### src/hdl/arlm_pkg.sv
// ----------------------------------------------------------------------------
// arlm_pkg
// Shared types, codes and constants of the AT response line matcher.
// ----------------------------------------------------------------------------
package arlm_pkg;

    localparam int LINE_LIMIT    = 128;
    localparam int PATTERN_CHARS = 8;

    localparam int FUNC_W    = 2;
    localparam int BYTE_W    = 8;
    localparam int OUTCOME_W = 2;
    localparam int CFG_IDX_W = 2;
    localparam int CFG_DAT_W = 64;
    localparam int PAT_W     = 64;
    localparam int LEN_W     = 4;
    localparam int TICK_W    = 16;

    localparam int COUNT_W  = $clog2(LINE_LIMIT);
    localparam int RECENT_W = PATTERN_CHARS * BYTE_W;
    localparam int CMP_W    = (COUNT_W > LEN_W) ? COUNT_W : LEN_W;

    // item function codes
    localparam logic [FUNC_W-1:0] FUNC_START = 2'd0;
    localparam logic [FUNC_W-1:0] FUNC_BYTE  = 2'd1;
    localparam logic [FUNC_W-1:0] FUNC_TICK  = 2'd2;

    // result codes
    localparam logic [OUTCOME_W-1:0] OUT_FOUND   = 2'd0;
    localparam logic [OUTCOME_W-1:0] OUT_ERROR   = 2'd1;
    localparam logic [OUTCOME_W-1:0] OUT_TIMEOUT = 2'd2;

    // register indexes
    localparam logic [CFG_IDX_W-1:0] REG_PATTERN = 2'd0;
    localparam logic [CFG_IDX_W-1:0] REG_LENGTH  = 2'd1;
    localparam logic [CFG_IDX_W-1:0] REG_TIMEOUT = 2'd2;

    localparam logic [PAT_W-1:0]  RST_PATTERN = 64'd20299;  // "OK"
    localparam logic [LEN_W-1:0]  RST_LENGTH  = 4'd2;
    localparam logic [TICK_W-1:0] RST_TIMEOUT = 16'd3000;

    localparam logic [BYTE_W-1:0] CHAR_CR = 8'h0D;
    localparam logic [BYTE_W-1:0] CHAR_LF = 8'h0A;

    localparam logic [LEN_W-1:0]    ERROR_CHARS = 4'd5;
    localparam logic [RECENT_W-1:0] ERROR_TEXT  = RECENT_W'(40'h4552524F52);

    localparam logic [COUNT_W-1:0] COUNT_MAX = COUNT_W'(LINE_LIMIT - 1);
    localparam logic [LEN_W-1:0]   K_MAX     = LEN_W'(PATTERN_CHARS);

    typedef struct packed {
        logic                 valid;
        logic [OUTCOME_W-1:0] outcome;
    } t_result;

    // mask of the n lowest characters of the window
    function automatic logic [RECENT_W-1:0] byte_mask(input logic [LEN_W-1:0] n);
        logic [RECENT_W-1:0] m;
        m = '0;
        for (int i = 0; i < PATTERN_CHARS; i++) begin
            m[i*BYTE_W +: BYTE_W] = (LEN_W'(i) < n) ? {BYTE_W{1'b1}} : {BYTE_W{1'b0}};
        end
        return m;
    endfunction

    localparam logic [RECENT_W-1:0] ERROR_MASK = byte_mask(ERROR_CHARS);

endpackage

### src/hdl/arlm_if.sv
// ----------------------------------------------------------------------------
// arlm_if
// Channel interfaces: input items, result items and register writes.
// ----------------------------------------------------------------------------
interface arlm_in_if import arlm_pkg::*; ();
    logic              valid;
    logic              ready;
    logic [FUNC_W-1:0] func;
    logic [BYTE_W-1:0] rx_byte;

    modport source (output valid, func, rx_byte, input ready);
    modport sink   (input valid, func, rx_byte, output ready);
endinterface

interface arlm_out_if import arlm_pkg::*; ();
    logic                 valid;
    logic                 ready;
    logic [OUTCOME_W-1:0] outcome;

    modport source (output valid, outcome, input ready);
    modport sink   (input valid, outcome, output ready);
endinterface

interface arlm_cfg_if import arlm_pkg::*; ();
    logic                 valid;
    logic                 ready;
    logic [CFG_IDX_W-1:0] index;
    logic [CFG_DAT_W-1:0] data;

    modport source (output valid, index, data, input ready);
    modport sink   (input valid, index, data, output ready);
endinterface

### src/hdl/at_response_line_matcher.sv
// ----------------------------------------------------------------------------
// at_response_line_matcher
// Matches modem response lines against an expected text, ERROR, or timeout.
// ----------------------------------------------------------------------------
// Usage:
//   i_in  carries items: func (start, received byte, millisecond tick) and
//         rx_byte. A start arms the matcher; bytes build a line, CR is dropped,
//         and LF closes the line. A closed line holding the expected text
//         gives outcome found, else one holding ERROR gives error. Ticks count
//         up to timeout_ticks and give timeout. After a result the matcher is
//         idle until the next start.
//   o_out carries one outcome item per result.
//   i_cfg writes expect_pattern, expect_length and timeout_ticks by index;
//         it is always ready. Write only while idle.
// Timing: one item per cycle while i_in.ready is high. A result appears on
//   o_out the cycle after the item that causes it is taken if no older result
//   waits; the decision is parallel compares against the character window.
// Stall: a two-entry result buffer lets items keep flowing while a result
//   waits; i_in.ready drops only when both entries hold results.
// Reset: registers return to their defaults, the matcher is idle and the
//   result buffer is empty.
// ----------------------------------------------------------------------------
module at_response_line_matcher import arlm_pkg::*; (
    input  logic        i_clk,
    input  logic        i_rst_n,
    arlm_in_if.sink     i_in,
    arlm_out_if.source  o_out,
    arlm_cfg_if.sink    i_cfg
);

    logic [PAT_W-1:0]  r_pattern;
    logic [LEN_W-1:0]  r_length;
    logic [TICK_W-1:0] r_timeout;

    logic    full;
    logic    in_accept;
    t_result result;

    assign i_cfg.ready = 1'b1;
    assign i_in.ready  = !full;
    assign in_accept   = i_in.valid && !full;

    always_ff @(posedge i_clk) begin
        if (!i_rst_n) begin
            r_pattern <= RST_PATTERN;
            r_length  <= RST_LENGTH;
            r_timeout <= RST_TIMEOUT;
        end else if (i_cfg.valid) begin
            unique case (i_cfg.index)
                REG_PATTERN: r_pattern <= i_cfg.data[PAT_W-1:0];
                REG_LENGTH:  r_length  <= i_cfg.data[LEN_W-1:0];
                REG_TIMEOUT: r_timeout <= i_cfg.data[TICK_W-1:0];
                default: begin
                end
            endcase
        end
    end

    arlm_match u_match (
        .i_clk     (i_clk),
        .i_rst_n   (i_rst_n),
        .i_accept  (in_accept),
        .i_func    (i_in.func),
        .i_rx_byte (i_in.rx_byte),
        .i_pattern (r_pattern),
        .i_length  (r_length),
        .i_timeout (r_timeout),
        .o_result  (result)
    );

    arlm_skid u_skid (
        .i_clk    (i_clk),
        .i_rst_n  (i_rst_n),
        .i_result (result),
        .o_full   (full),
        .o_out    (o_out)
    );

endmodule

### src/hdl/arlm_match.sv
// ----------------------------------------------------------------------------
// arlm_match
// Line state and matching: one accepted item is decoded and applied per cycle.
// ----------------------------------------------------------------------------
module arlm_match import arlm_pkg::*; (
    input  logic                i_clk,
    input  logic                i_rst_n,
    input  logic                i_accept,
    input  logic [FUNC_W-1:0]   i_func,
    input  logic [BYTE_W-1:0]   i_rx_byte,
    input  logic [PAT_W-1:0]    i_pattern,
    input  logic [LEN_W-1:0]    i_length,
    input  logic [TICK_W-1:0]   i_timeout,
    output t_result             o_result
);

    logic                r_armed,   n_armed;
    logic [COUNT_W-1:0]  r_count,   n_count;
    logic [RECENT_W-1:0] r_recent,  n_recent;
    logic                r_exp,     n_exp;
    logic                r_err,     n_err;
    logic [TICK_W-1:0]   r_elapsed, n_elapsed;

    logic [LEN_W-1:0]    k;
    logic [COUNT_W-1:0]  cnt_inc;
    logic [RECENT_W-1:0] rec_shift;
    logic                exp_hit;
    logic                err_hit;
    logic [TICK_W-1:0]   el_inc;

    assign k         = (i_length > K_MAX) ? K_MAX : i_length;
    assign cnt_inc   = r_count + COUNT_W'(1);
    assign rec_shift = {r_recent[RECENT_W-BYTE_W-1:0], i_rx_byte};
    assign exp_hit   = (k != '0) && (CMP_W'(cnt_inc) >= CMP_W'(k))
                       && (((rec_shift ^ i_pattern[RECENT_W-1:0]) & byte_mask(k)) == '0);
    assign err_hit   = (CMP_W'(cnt_inc) >= CMP_W'(ERROR_CHARS))
                       && (((rec_shift ^ ERROR_TEXT) & ERROR_MASK) == '0);
    assign el_inc    = (r_elapsed != '1) ? r_elapsed + TICK_W'(1) : r_elapsed;

    always_comb begin
        n_armed          = r_armed;
        n_count          = r_count;
        n_recent         = r_recent;
        n_exp            = r_exp;
        n_err            = r_err;
        n_elapsed        = r_elapsed;
        o_result.valid   = 1'b0;
        o_result.outcome = OUT_FOUND;
        if (i_accept) begin
            unique case (i_func)
                FUNC_START: begin
                    n_armed   = 1'b1;
                    n_elapsed = '0;
                    n_count   = '0;
                    n_recent  = '0;
                    n_exp     = 1'b0;
                    n_err     = 1'b0;
                end
                FUNC_TICK: begin
                    if (r_armed) begin
                        n_elapsed = el_inc;
                        if (el_inc >= i_timeout) begin
                            n_armed          = 1'b0;
                            o_result.valid   = 1'b1;
                            o_result.outcome = OUT_TIMEOUT;
                        end
                    end
                end
                FUNC_BYTE: begin
                    if (r_armed) begin
                        if (i_rx_byte == CHAR_LF) begin
                            if (r_count != '0 && r_exp) begin
                                n_armed          = 1'b0;
                                o_result.valid   = 1'b1;
                                o_result.outcome = OUT_FOUND;
                            end else if (r_count != '0 && r_err) begin
                                n_armed          = 1'b0;
                                o_result.valid   = 1'b1;
                                o_result.outcome = OUT_ERROR;
                            end else begin
                                n_count  = '0;
                                n_recent = '0;
                                n_exp    = 1'b0;
                                n_err    = 1'b0;
                            end
                        end else if (i_rx_byte != CHAR_CR && r_count < COUNT_MAX) begin
                            n_count  = cnt_inc;
                            n_recent = rec_shift;
                            n_exp    = r_exp | exp_hit;
                            n_err    = r_err | err_hit;
                        end
                    end
                end
                default: begin
                end
            endcase
        end
    end

    always_ff @(posedge i_clk) begin
        if (!i_rst_n) begin
            r_armed   <= 1'b0;
            r_count   <= '0;
            r_recent  <= '0;
            r_exp     <= 1'b0;
            r_err     <= 1'b0;
            r_elapsed <= '0;
        end else begin
            r_armed   <= n_armed;
            r_count   <= n_count;
            r_recent  <= n_recent;
            r_exp     <= n_exp;
            r_err     <= n_err;
            r_elapsed <= n_elapsed;
        end
    end

endmodule

### src/hdl/arlm_skid.sv
// ----------------------------------------------------------------------------
// arlm_skid
// Two-entry result buffer between the matcher and the output channel.
// ----------------------------------------------------------------------------
module arlm_skid import arlm_pkg::*; (
    input  logic           i_clk,
    input  logic           i_rst_n,
    input  t_result        i_result,
    output logic           o_full,
    arlm_out_if.source     o_out
);

    logic                 r_v0, n_v0;
    logic                 r_v1, n_v1;
    logic [OUTCOME_W-1:0] r_q0, n_q0;
    logic [OUTCOME_W-1:0] r_q1, n_q1;
    logic                 pop;

    assign pop           = r_v0 && o_out.ready;
    assign o_out.valid   = r_v0;
    assign o_out.outcome = r_q0;
    assign o_full        = r_v1;

    always_comb begin
        n_v0 = r_v0;
        n_v1 = r_v1;
        n_q0 = r_q0;
        n_q1 = r_q1;
        if (pop) begin
            n_v0 = r_v1;
            n_q0 = r_q1;
            n_v1 = 1'b0;
        end
        if (i_result.valid) begin
            if (!n_v0) begin
                n_v0 = 1'b1;
                n_q0 = i_result.outcome;
            end else begin
                n_v1 = 1'b1;
                n_q1 = i_result.outcome;
            end
        end
    end

    always_ff @(posedge i_clk) begin
        if (!i_rst_n) begin
            r_v0 <= 1'b0;
            r_v1 <= 1'b0;
        end else begin
            r_v0 <= n_v0;
            r_v1 <= n_v1;
        end
        r_q0 <= n_q0;
        r_q1 <= n_q1;
    end

endmodule

### src/flat_wrapper.sv
// flat-port wrapper written by rule: the top's interface ports become plain ports
module at_response_line_matcher_flat import arlm_pkg::*;
  (i_clk, i_rst_n, i_in_valid, i_in_func, i_in_rx_byte, i_in_ready, o_out_valid, o_out_outcome, o_out_ready, i_cfg_valid, i_cfg_index, i_cfg_data, i_cfg_ready);
  arlm_in_if i_in_i ();
  arlm_out_if o_out_i ();
  arlm_cfg_if i_cfg_i ();
  input  logic i_clk;
  input  logic i_rst_n;
  input wire logic [$bits(i_in_i.valid)-1:0] i_in_valid;
  input wire logic [$bits(i_in_i.func)-1:0] i_in_func;
  input wire logic [$bits(i_in_i.rx_byte)-1:0] i_in_rx_byte;
  output wire logic [$bits(i_in_i.ready)-1:0] i_in_ready;
  output wire logic [$bits(o_out_i.valid)-1:0] o_out_valid;
  output wire logic [$bits(o_out_i.outcome)-1:0] o_out_outcome;
  input wire logic [$bits(o_out_i.ready)-1:0] o_out_ready;
  input wire logic [$bits(i_cfg_i.valid)-1:0] i_cfg_valid;
  input wire logic [$bits(i_cfg_i.index)-1:0] i_cfg_index;
  input wire logic [$bits(i_cfg_i.data)-1:0] i_cfg_data;
  output wire logic [$bits(i_cfg_i.ready)-1:0] i_cfg_ready;
  assign i_in_i.valid = i_in_valid;
  assign i_in_i.func = i_in_func;
  assign i_in_i.rx_byte = i_in_rx_byte;
  assign i_in_ready = i_in_i.ready;
  assign o_out_valid = o_out_i.valid;
  assign o_out_outcome = o_out_i.outcome;
  assign o_out_i.ready = o_out_ready;
  assign i_cfg_i.valid = i_cfg_valid;
  assign i_cfg_i.index = i_cfg_index;
  assign i_cfg_i.data = i_cfg_data;
  assign i_cfg_ready = i_cfg_i.ready;
  at_response_line_matcher u_core (.i_clk(i_clk), .i_rst_n(i_rst_n), .i_in(i_in_i), .o_out(o_out_i), .i_cfg(i_cfg_i));
endmodule
### config.mk
export PLATFORM = sky130hd
export DESIGN_NAME = at_response_line_matcher_flat
export DESIGN_NICKNAME = d
export VERILOG_FILES = /design/src/hdl/arlm_pkg.sv /design/src/hdl/arlm_if.sv /design/src/hdl/at_response_line_matcher.sv /design/src/hdl/arlm_match.sv /design/src/hdl/arlm_skid.sv /design/src/flat_wrapper.sv
export SDC_FILE = /design/constraint.sdc
export NUM_CORES = 1
export LEC_CHECK = 0
export BUFFER_PORTS_ARGS = -buffer_cell sky130_fd_sc_hd__buf_4
export CORE_MARGIN = 5
export CORE_UTILIZATION = 38
export CTS_CLUSTER_SIZE = 20
export DETAILED_ROUTE_END_ITERATION = 16
export PLACE_DENSITY = 0.65
export SLEW_MARGIN = 20
export SYNTH_ARGS = -nofsm -noshare
export SYNTH_HDL_FRONTEND = slang
export SYNTH_SLANG_ARGS = --single-unit
### constraint.sdc
create_clock -name i_clk -period 3.6 [get_ports i_clk]
set_input_delay 0 -clock i_clk [delete_from_list [all_inputs] [get_ports i_clk]]
set_output_delay 0 -clock i_clk [all_outputs]
set_load 0.01 [all_outputs]
==> flow_summary_export.csv, run 1 <==
group,metric,value,unit
synth,synth_edf_count,2,
setup_path,cp_max_fo,13,
grt,gr-usage-all-layers,0.176,
final_layout,diodes,0,
status,outcome,"finished clean",
clock_tree,path_clk_slew,70,ps
die,boundaryPins,86,
detailed_routing,drc,0,
place,dp_hpwl,14800,um
final_layout,drive_above_1_share,0.135,
sta,worst_hold_slack,206,ps
sta,max_freq,0.293,GHz
grt,grt_pass1_vias,7022,
sta,setup_tns,0,ps
clock_tree,cts_buffers,17,
sta,final_hold_viol_count,0,
place,io_buffers,84,
synth,synth_area_per_cell,8.28,um^2
sta,worst_slack,188,ps
setup_path,startpoint,"u_core.u_match.r_elapsed[1]",
detailed_routing,drtIter0Drc,492,
pwr,pwr_density_cell,399,nW/um^2
setup_path,reg2reg_to,"u_core.u_skid.o_out.outcome[0]",
setup_path,critPathRequiredTime,3910,ps
pwr,ir_worst_vdd,263,uV
clock_tree,cts-root-buf,"clkbuf_16",
final_layout,final_common_cell,"nand2_1",
setup_path,r2r_slack,190,ps
setup_path,startpoint_type,"flip-flop",
clock_tree,clock-sinks,172,
sta,report.final.setup_viol,0,
die,die_w,156,um
detailed_routing,ant_nets,0,
die,dieArea,24500,um^2
sta,worst_slew_pin_slew,916,ps
sta,finalCritPeriodShare,0.948,
die,die_h,156,um
sta,finalMaxSlewViolations,0,
detailed_routing,vias,7369,
detailed_routing,vias_per_cell,5.21,
worst_hold_path,worstHoldPathType,"in -> reg",
place,place_worst_setup_slack,62.1,ps
grt,grt_max_degree,88,
clock_tree,clk_latency,430,ps
detailed_routing,wl_per_cell,15.2,um
clock_tree,cts_tree,"built",
setup_path,crit_type,"reg -> reg",
final_layout,layout_common_cells,"193 x nand2_1, 170 x dfxtp_1, 103 x buf_4",
die,coreArea,21100,um^2
grt,overflow,0,
clock_tree,htreeDepth,4,
sta,post-route-min-period,3410,ps
synth,ys_async_sr_fraction,0,
pwr,p_leak,3.88,nW
synth,synth_seq_cells,172,
setup_path,endpoint,"u_core.u_skid.o_out.outcome[0]",
detailed_routing,drt_pass1_iterations,5,
synth,synth_cell_types,65,
flow_run,cap_violations,0,
setup_path,worst_ep_arrival_time,3720,ps
final_layout,fillers,2030,
final_layout,fin_nets,1236,
synth,synth.net_count,1092,
final_layout,syn_to_final_growth,28.3,%
place,place_congestion,0.844,
setup_path,r2r-start,"u_core.u_match.r_elapsed[1]",
synth,synth_area,8150,um^2
synth,synth_flop_cell,"dfxtp_1",
sta,finClkSkew,11.5,ps
synth,syn_inst,984,
setup_path,rr_worst_depth,11,
die,rows,53,
sta,slew_headroom,0.389,
synth,seq_area_frac_synth,0.425,
setup_path,critPathCaptureType,"flip-flop",
synth,yosysWarnings,0,
clock_tree,postCtsSetupBuffers,0,
die,start_util,0.386,
final_layout,postLayoutCoreUtil,0.496,
detailed_routing,wirelength,21500,um
grt,grt_antenna_before_repair,0,
clock_tree,clk_path_buf_depth,2,
grt,grt_pass1_wl,35000,um
## cells in the mapped netlist, types with 4 or more instances
master    count  area (um^2)
nand2_1     193          724
nor3b_1       6         45.0
mux2_2        7         78.8
ha_1         27          338
mux2i_1       6         60.1
buf_1         6         22.5
a31oi_1      14         87.6
xnor2_1      76          666
nor3_1        7         35.0
and4_1        4         35.0
nand3b_1      4         30.0
clkbuf_1     43          161
a21oi_1      91          455
buf_2         7         35.0
o21ai_0      19         95.1
inv_1        27          101
nor4b_1       4         35.0
nor2_1       77          289
nor2b_1       6         37.5
buf_4         4         30.0
nand3_1      30          150
o211ai_1     11         82.6
a22oi_1      53          398
dfxtp_1     170         3400
nand4_1      28          175
## registers in the layout, indices dropped and copies added (netlist names), 2 cells and up
register and cells:
u_core.r_pattern 64, u_core.r_length 4, u_core.u_skid.o_out.outcome 2, u_core.u_skid.r_q1 2, u_core.u_match.r_count 7, u_core.u_match.r_elapsed 16
u_core.r_timeout 16, u_core.u_match.r_recent 56
## cell families (layout without fill, tap and decap cells)
logic type	count (synthesis)	count (layout)	synth area share
simple gates	383	383	0.215
xor+xnor	78	78	0.0838
flops	172	172	0.425
buf+inv	88	244	0.0435
other cells	1	1	0.000460
fa+ha+maj	27	27	0.0415
mux	13	13	0.0170
compound gates	222	222	0.174
## worst min-delay path by stage
stage                    from              endpoint  slack [ps]  depth (start not counted)
3_5_place_dp   i_cfg_data[10]  u_core.r_pattern[10]         240                          3
2_1_floorplan   i_cfg_data[0]   u_core.r_pattern[0]         120                          2
3_3_place_gp   i_cfg_data[11]  u_core.r_pattern[11]         240                          3
4_1_cts        i_cfg_index[0]    u_core.r_length[1]         190                          4
6_report       i_cfg_index[0]    u_core.r_length[1]         210                          4
5_1_grt        i_cfg_index[0]    u_core.r_length[1]         240                          4
## where the power goes
part           internal [mW]  switching [mW]
registers               1.94          0.0288
logic                  0.193           0.188
clock network           1.04           0.775
total                   3.18           0.992
## per-stage QoR
| stage | instances | instance area [um^2] | power (mW) |
|---|---|---|---|
| 6_report | 1415 | 10500 | 4.17 |
| 5_1_grt | 1415 | 10500 | 4.32 |
| 4_1_cts | 1415 | 10400 | 4.20 |
| 3_5_place_dp | 1302 | 9040 | 2.32 |
| 3_3_place_gp | 1302 | 9040 | 2.32 |
| 2_1_floorplan | 984 | 8150 | 2.18 |
## per-layer routing
metal,routed length [um],GRT usage
met4,216,0.0372
met3,785,0.0296
met5,0,0
met2,10200,0.292
met1,10300,0.241
## worst max-delay path, stage by stage, from the launching register on
cell and delay (ps):
dfxtp_1 410, ha_1 240, nand3_1 120, or3_4 470, mux2_2 310, ha_1 290, nor2b_1 140, o211a_1 200
o31ai_1 370, a31oi_2 190, o21ai_0 200, mux2_2 350
## final cells by class
class / instances / area (um^2) / share of cell area
clock buffer: 19 / 443 / 0.0423
clock inverter: 12 / 136 / 0.0130
inverter: 28 / 108 / 0.0103
multi-input combinational: 724 / 4370 / 0.418
sequential: 172 / 3460 / 0.331
tap: 275 / 344 / 0.0329
timing repair buffer: 185 / 1590 / 0.152
## repair_timing
item,4_1_cts,5_1_grt
gates resized for setup,0,3
hold buffers,82,0
hold endpoints to repair,94,0
endpoints found under the setup margin,0,4
(Power assumes the default switching activity.)
==> run 2, diff against run 1 <==
PLACE_DENSITY = 0.64   (was 0.65)
SYNTH_HIERARCHICAL = 1   (was default)
==> run 2 against run 1 <==
  * Setup slack got worse by 9.9 ps
  * Clock skew up 5.1 ps
  * Core utilization is 1.6 points lower
  * Cell count is 3.3% higher
  * Combinational power up 6.0%
  * Global-route usage down 1.3 points
  * Synthesized cell count rose by 0.91%
  * Critical path type unchanged
==> flow_summary_export.csv, run 2 <==
group,metric,value,unit
detailed_routing,ant_nets,0,
grt,grt_pass1_wl,35500,um
synth,yosysTopAreaCell,"dfxtp_1",
final_layout,postLayoutCellArea,11200,um^2
worst_hold_path,hold_end,"u_core/u_match/r_armed",
synth,synth.net_count,1101,
setup_path,rr_worst_depth,14,
sta,finalMaxSlewViolations,0,
grt,grt_pass1_vias,6987,
clock_tree,clk_path_buf_depth,2,
clock_tree,cts-root-buf,"clkbuf_16",
pwr,p_leak,4.39,nW
die,dieArea,26600,um^2
clock_tree,path_clk_slew,70,ps
synth,synth.most_common_cell,"dfxtp_1",
synth,yosysWarnings,6,
clock_tree,cts_buffers,17,
sta,finClkSkew,16.5,ps
final_layout,syn_to_final_growth,25.3,%
grt,grt_antenna_before_repair,0,
synth,ys_top_cells_by_count,"170 x dfxtp_1, 162 x nand2_1, 78 x mux2i_1, 72 x nor2b_1",
detailed_routing,wirelength,21700,um
worst_hold_path,worstHoldPathType,"in -> reg",
detailed_routing,drtIter0Drc,411,
synth,syn_inst,993,
die,die_h,163,um
die,rows,56,
detailed_routing,wl_per_cell,14.8,um
final_layout,diodes,0,
place,place_area,9740,um^2
clock_tree,postCtsSetupBuffers,0,
setup_path,critPathSlowestCell,"a221o_1",
final_layout,fin_nets,1238,
status,outcome,"finished clean",
setup_path,crit_family,"compound AO/OA/AOI/OAI gates",
sta,finalCritPeriodShare,0.951,
detailed_routing,drt_pass1_iterations,5,
die,coreArea,23300,um^2
final_layout,layout_common_cells,"169 x dfxtp_1, 162 x nand2_1, 103 x buf_4",
worst_hold_path,hold_depth,2,
setup_path,crit_type,"reg -> reg",
synth,synth_cell_types,69,
setup_path,critPathRequiredTime,3910,ps
grt,grt_max_degree,100,
synth,synth_edf_count,2,
setup_path,crit_buf_inv,1,
clock_tree,cts_tree,"built",
setup_path,r2r-start,"u_core/u_match/r_elapsed[14]",
setup_path,startpoint_type,"flip-flop",
detailed_routing,vias,7317,
sta,worst_slew_pin_slew,941,ps
sta,final_hold_viol_count,0,
detailed_routing,drc,0,
sta,max_freq,0.292,GHz
sta,grt_setup_unrepaired,"no",
setup_path,r2r_slack,180,ps
pwr,pwr_density_cell,391,nW/um^2
place,place_congestion,0.834,
synth,yosysTopAreaCellShare,0.382,
place,dp_hpwl,15000,um
setup_path,critPathCaptureType,"flip-flop",
die,boundaryPins,86,
sta,report.final.setup_viol,0,
synth,synth_area,8920,um^2
final_layout,final_common_cell,"dfxtp_1",
synth,seq_area_frac_synth,0.388,
final_layout,largest_reg_flops,64,
grt,gr-usage-all-layers,0.163,
setup_path,worst_path_largest_cell_delay,370,ps
sta,setup_tns,0,ps
setup_path,crit_chain,"and4_1, and2_1, buf_4, a31oi_4, nand3_1, xnor2_1, ha_1, a211oi_1, o21ai_0, a221o_1, a211oi_2, o22ai_2, a21bo_2, mux2_4",
die,die_w,163,um
final_layout,fillers,2207,
synth,synth_flop_cell,"dfxtp_1",
synth,synth.area.top_cells,"dfxtp_1 38%, mux2i_1 8.8%, nand2_1 6.8%, nor2b_1 5.1%, xnor2_1 5.0%",
worst_hold_path,hp-start,"i_rst_n",
sta,post-route-min-period,3420,ps
clock_tree,clock-sinks,172,
synth,ys_async_sr_fraction,0,
sta,slew_headroom,0.371,
final_layout,top_register,"u_core/r_pattern",
grt,overflow,0,
setup_path,cp_max_fo,5,
synth,synth_area_per_cell,8.98,um^2
place,io_buffers,84,
final_layout,reg.largest.list,"u_core/r_pattern x64, u_core/u_match/r_recent x56",
clock_tree,htreeDepth,4,
setup_path,reg2reg_to,"u_core/u_skid/o_out.outcome[0]",
setup_path,worst_ep_arrival_time,3730,ps
flow_run,cap_violations,0,
clock_tree,clk_latency,430,ps
detailed_routing,vias_per_cell,5.00,
pwr,ir_worst_vdd,273,uV
die,start_util,0.383,
final_layout,drive_above_1_share,0.137,
synth,synth_seq_cells,172,
-- run 2: metrics by stage --
| stage | setup slack [ps] | hold slack [ps] | power [mW] | util | instances |
|---|---|---|---|---|---|
| CTS | 24.6 | 70.6 | 4.41 | 0.480 | 1462 |
| global route | 8.22 | 108 | 4.53 | 0.480 | 1462 |
| detailed placement | 21.2 | 264 | 2.35 | 0.419 | 1353 |
| global placement | 47.9 | 259 | 2.35 | 0.419 | 1353 |
| finish | 178 | 69.1 | 4.37 | 0.480 | 1462 |
| floorplan | 59.5 | 122 | 2.23 | - | 993 |
-- run 2: worst max-delay path by stage --
stage                                            start                        endpoint  slack (ps)  depth (start not counted)
after floorplan            u_core/u_match/r_elapsed[3]  u_core/u_skid/o_out.outcome[0]          60                         15
after global placement     u_core/u_match/r_elapsed[6]  u_core/u_skid/o_out.outcome[1]          50                         12
after detailed placement   u_core/u_match/r_elapsed[6]  u_core/u_skid/o_out.outcome[0]          20                         12
after CTS                  u_core/u_match/r_elapsed[6]  u_core/u_skid/o_out.outcome[0]          20                         13
after global routing      u_core/u_match/r_elapsed[14]  u_core/u_skid/o_out.outcome[0]           8                         14
final                     u_core/u_match/r_elapsed[14]  u_core/u_skid/o_out.outcome[0]         180                         14
-- run 2: layout make-up --
type / count / area, um^2 / area share
inverter: 36 / 135 / 0.0121
sequential: 172 / 3460 / 0.310
tap: 319 / 399 / 0.0357
clock inverter: 12 / 179 / 0.0160
timing repair buffer: 181 / 1560 / 0.139
multi-input combinational: 722 / 4970 / 0.445
clock buffer: 20 / 467 / 0.0418
-- run 2: cells by family after synthesis --
kind of cell	count (synthesis)	synth area share
and+or+nand+nor	372	0.219
adders and majority gates	27	0.0379
DFF	172	0.388
other	1	0.000421
buffers and inverters	99	0.0585
muxes	84	0.0960
AOI/OAI and AO/OA	162	0.125
xor gates and xnor gates	76	0.0746
-- run 2: metal layers --
layer  routed length, um  track usage  up-vias  part of all wire
met4                 224       0.0419        0             0.010
met5                   0            0        -                 0
li1                    -            -     3740                 -
met1               10400        0.223     3425              0.48
met2               10300        0.265      134              0.47
met3                 795       0.0305       18             0.037
-- run 2: what timing repair did --
action,4_1_cts,5_1_grt
endpoints found under the setup margin,3,5
hold endpoints to repair,94,0
gates resized for setup,2,6
pin swaps,0,1
hold buffers,77,0
-- run 2: worst reg2reg max path, cell delays in order (launching register included) --
cell and delay, ps:
dfxtp_1 340, and4_1 240, and2_1 210, buf_4 160, a31oi_4 140, nand3_1 140, xnor2_1 150, ha_1 280
a211oi_1 230, o21ai_0 120, a221o_1 370, a211oi_2 280, o22ai_2 130, a21bo_2 240, mux2_4 300
-- run 2: power breakdown --
part	internal, mW	total, mW	leakage, nW	switching, mW
Sequential	1.94	1.97	1.40	0.0297
Combinational	0.215	0.405	2.68	0.190
Clock	1.17	1.99	0.316	0.820
Total	3.33	4.37	4.39	1.04
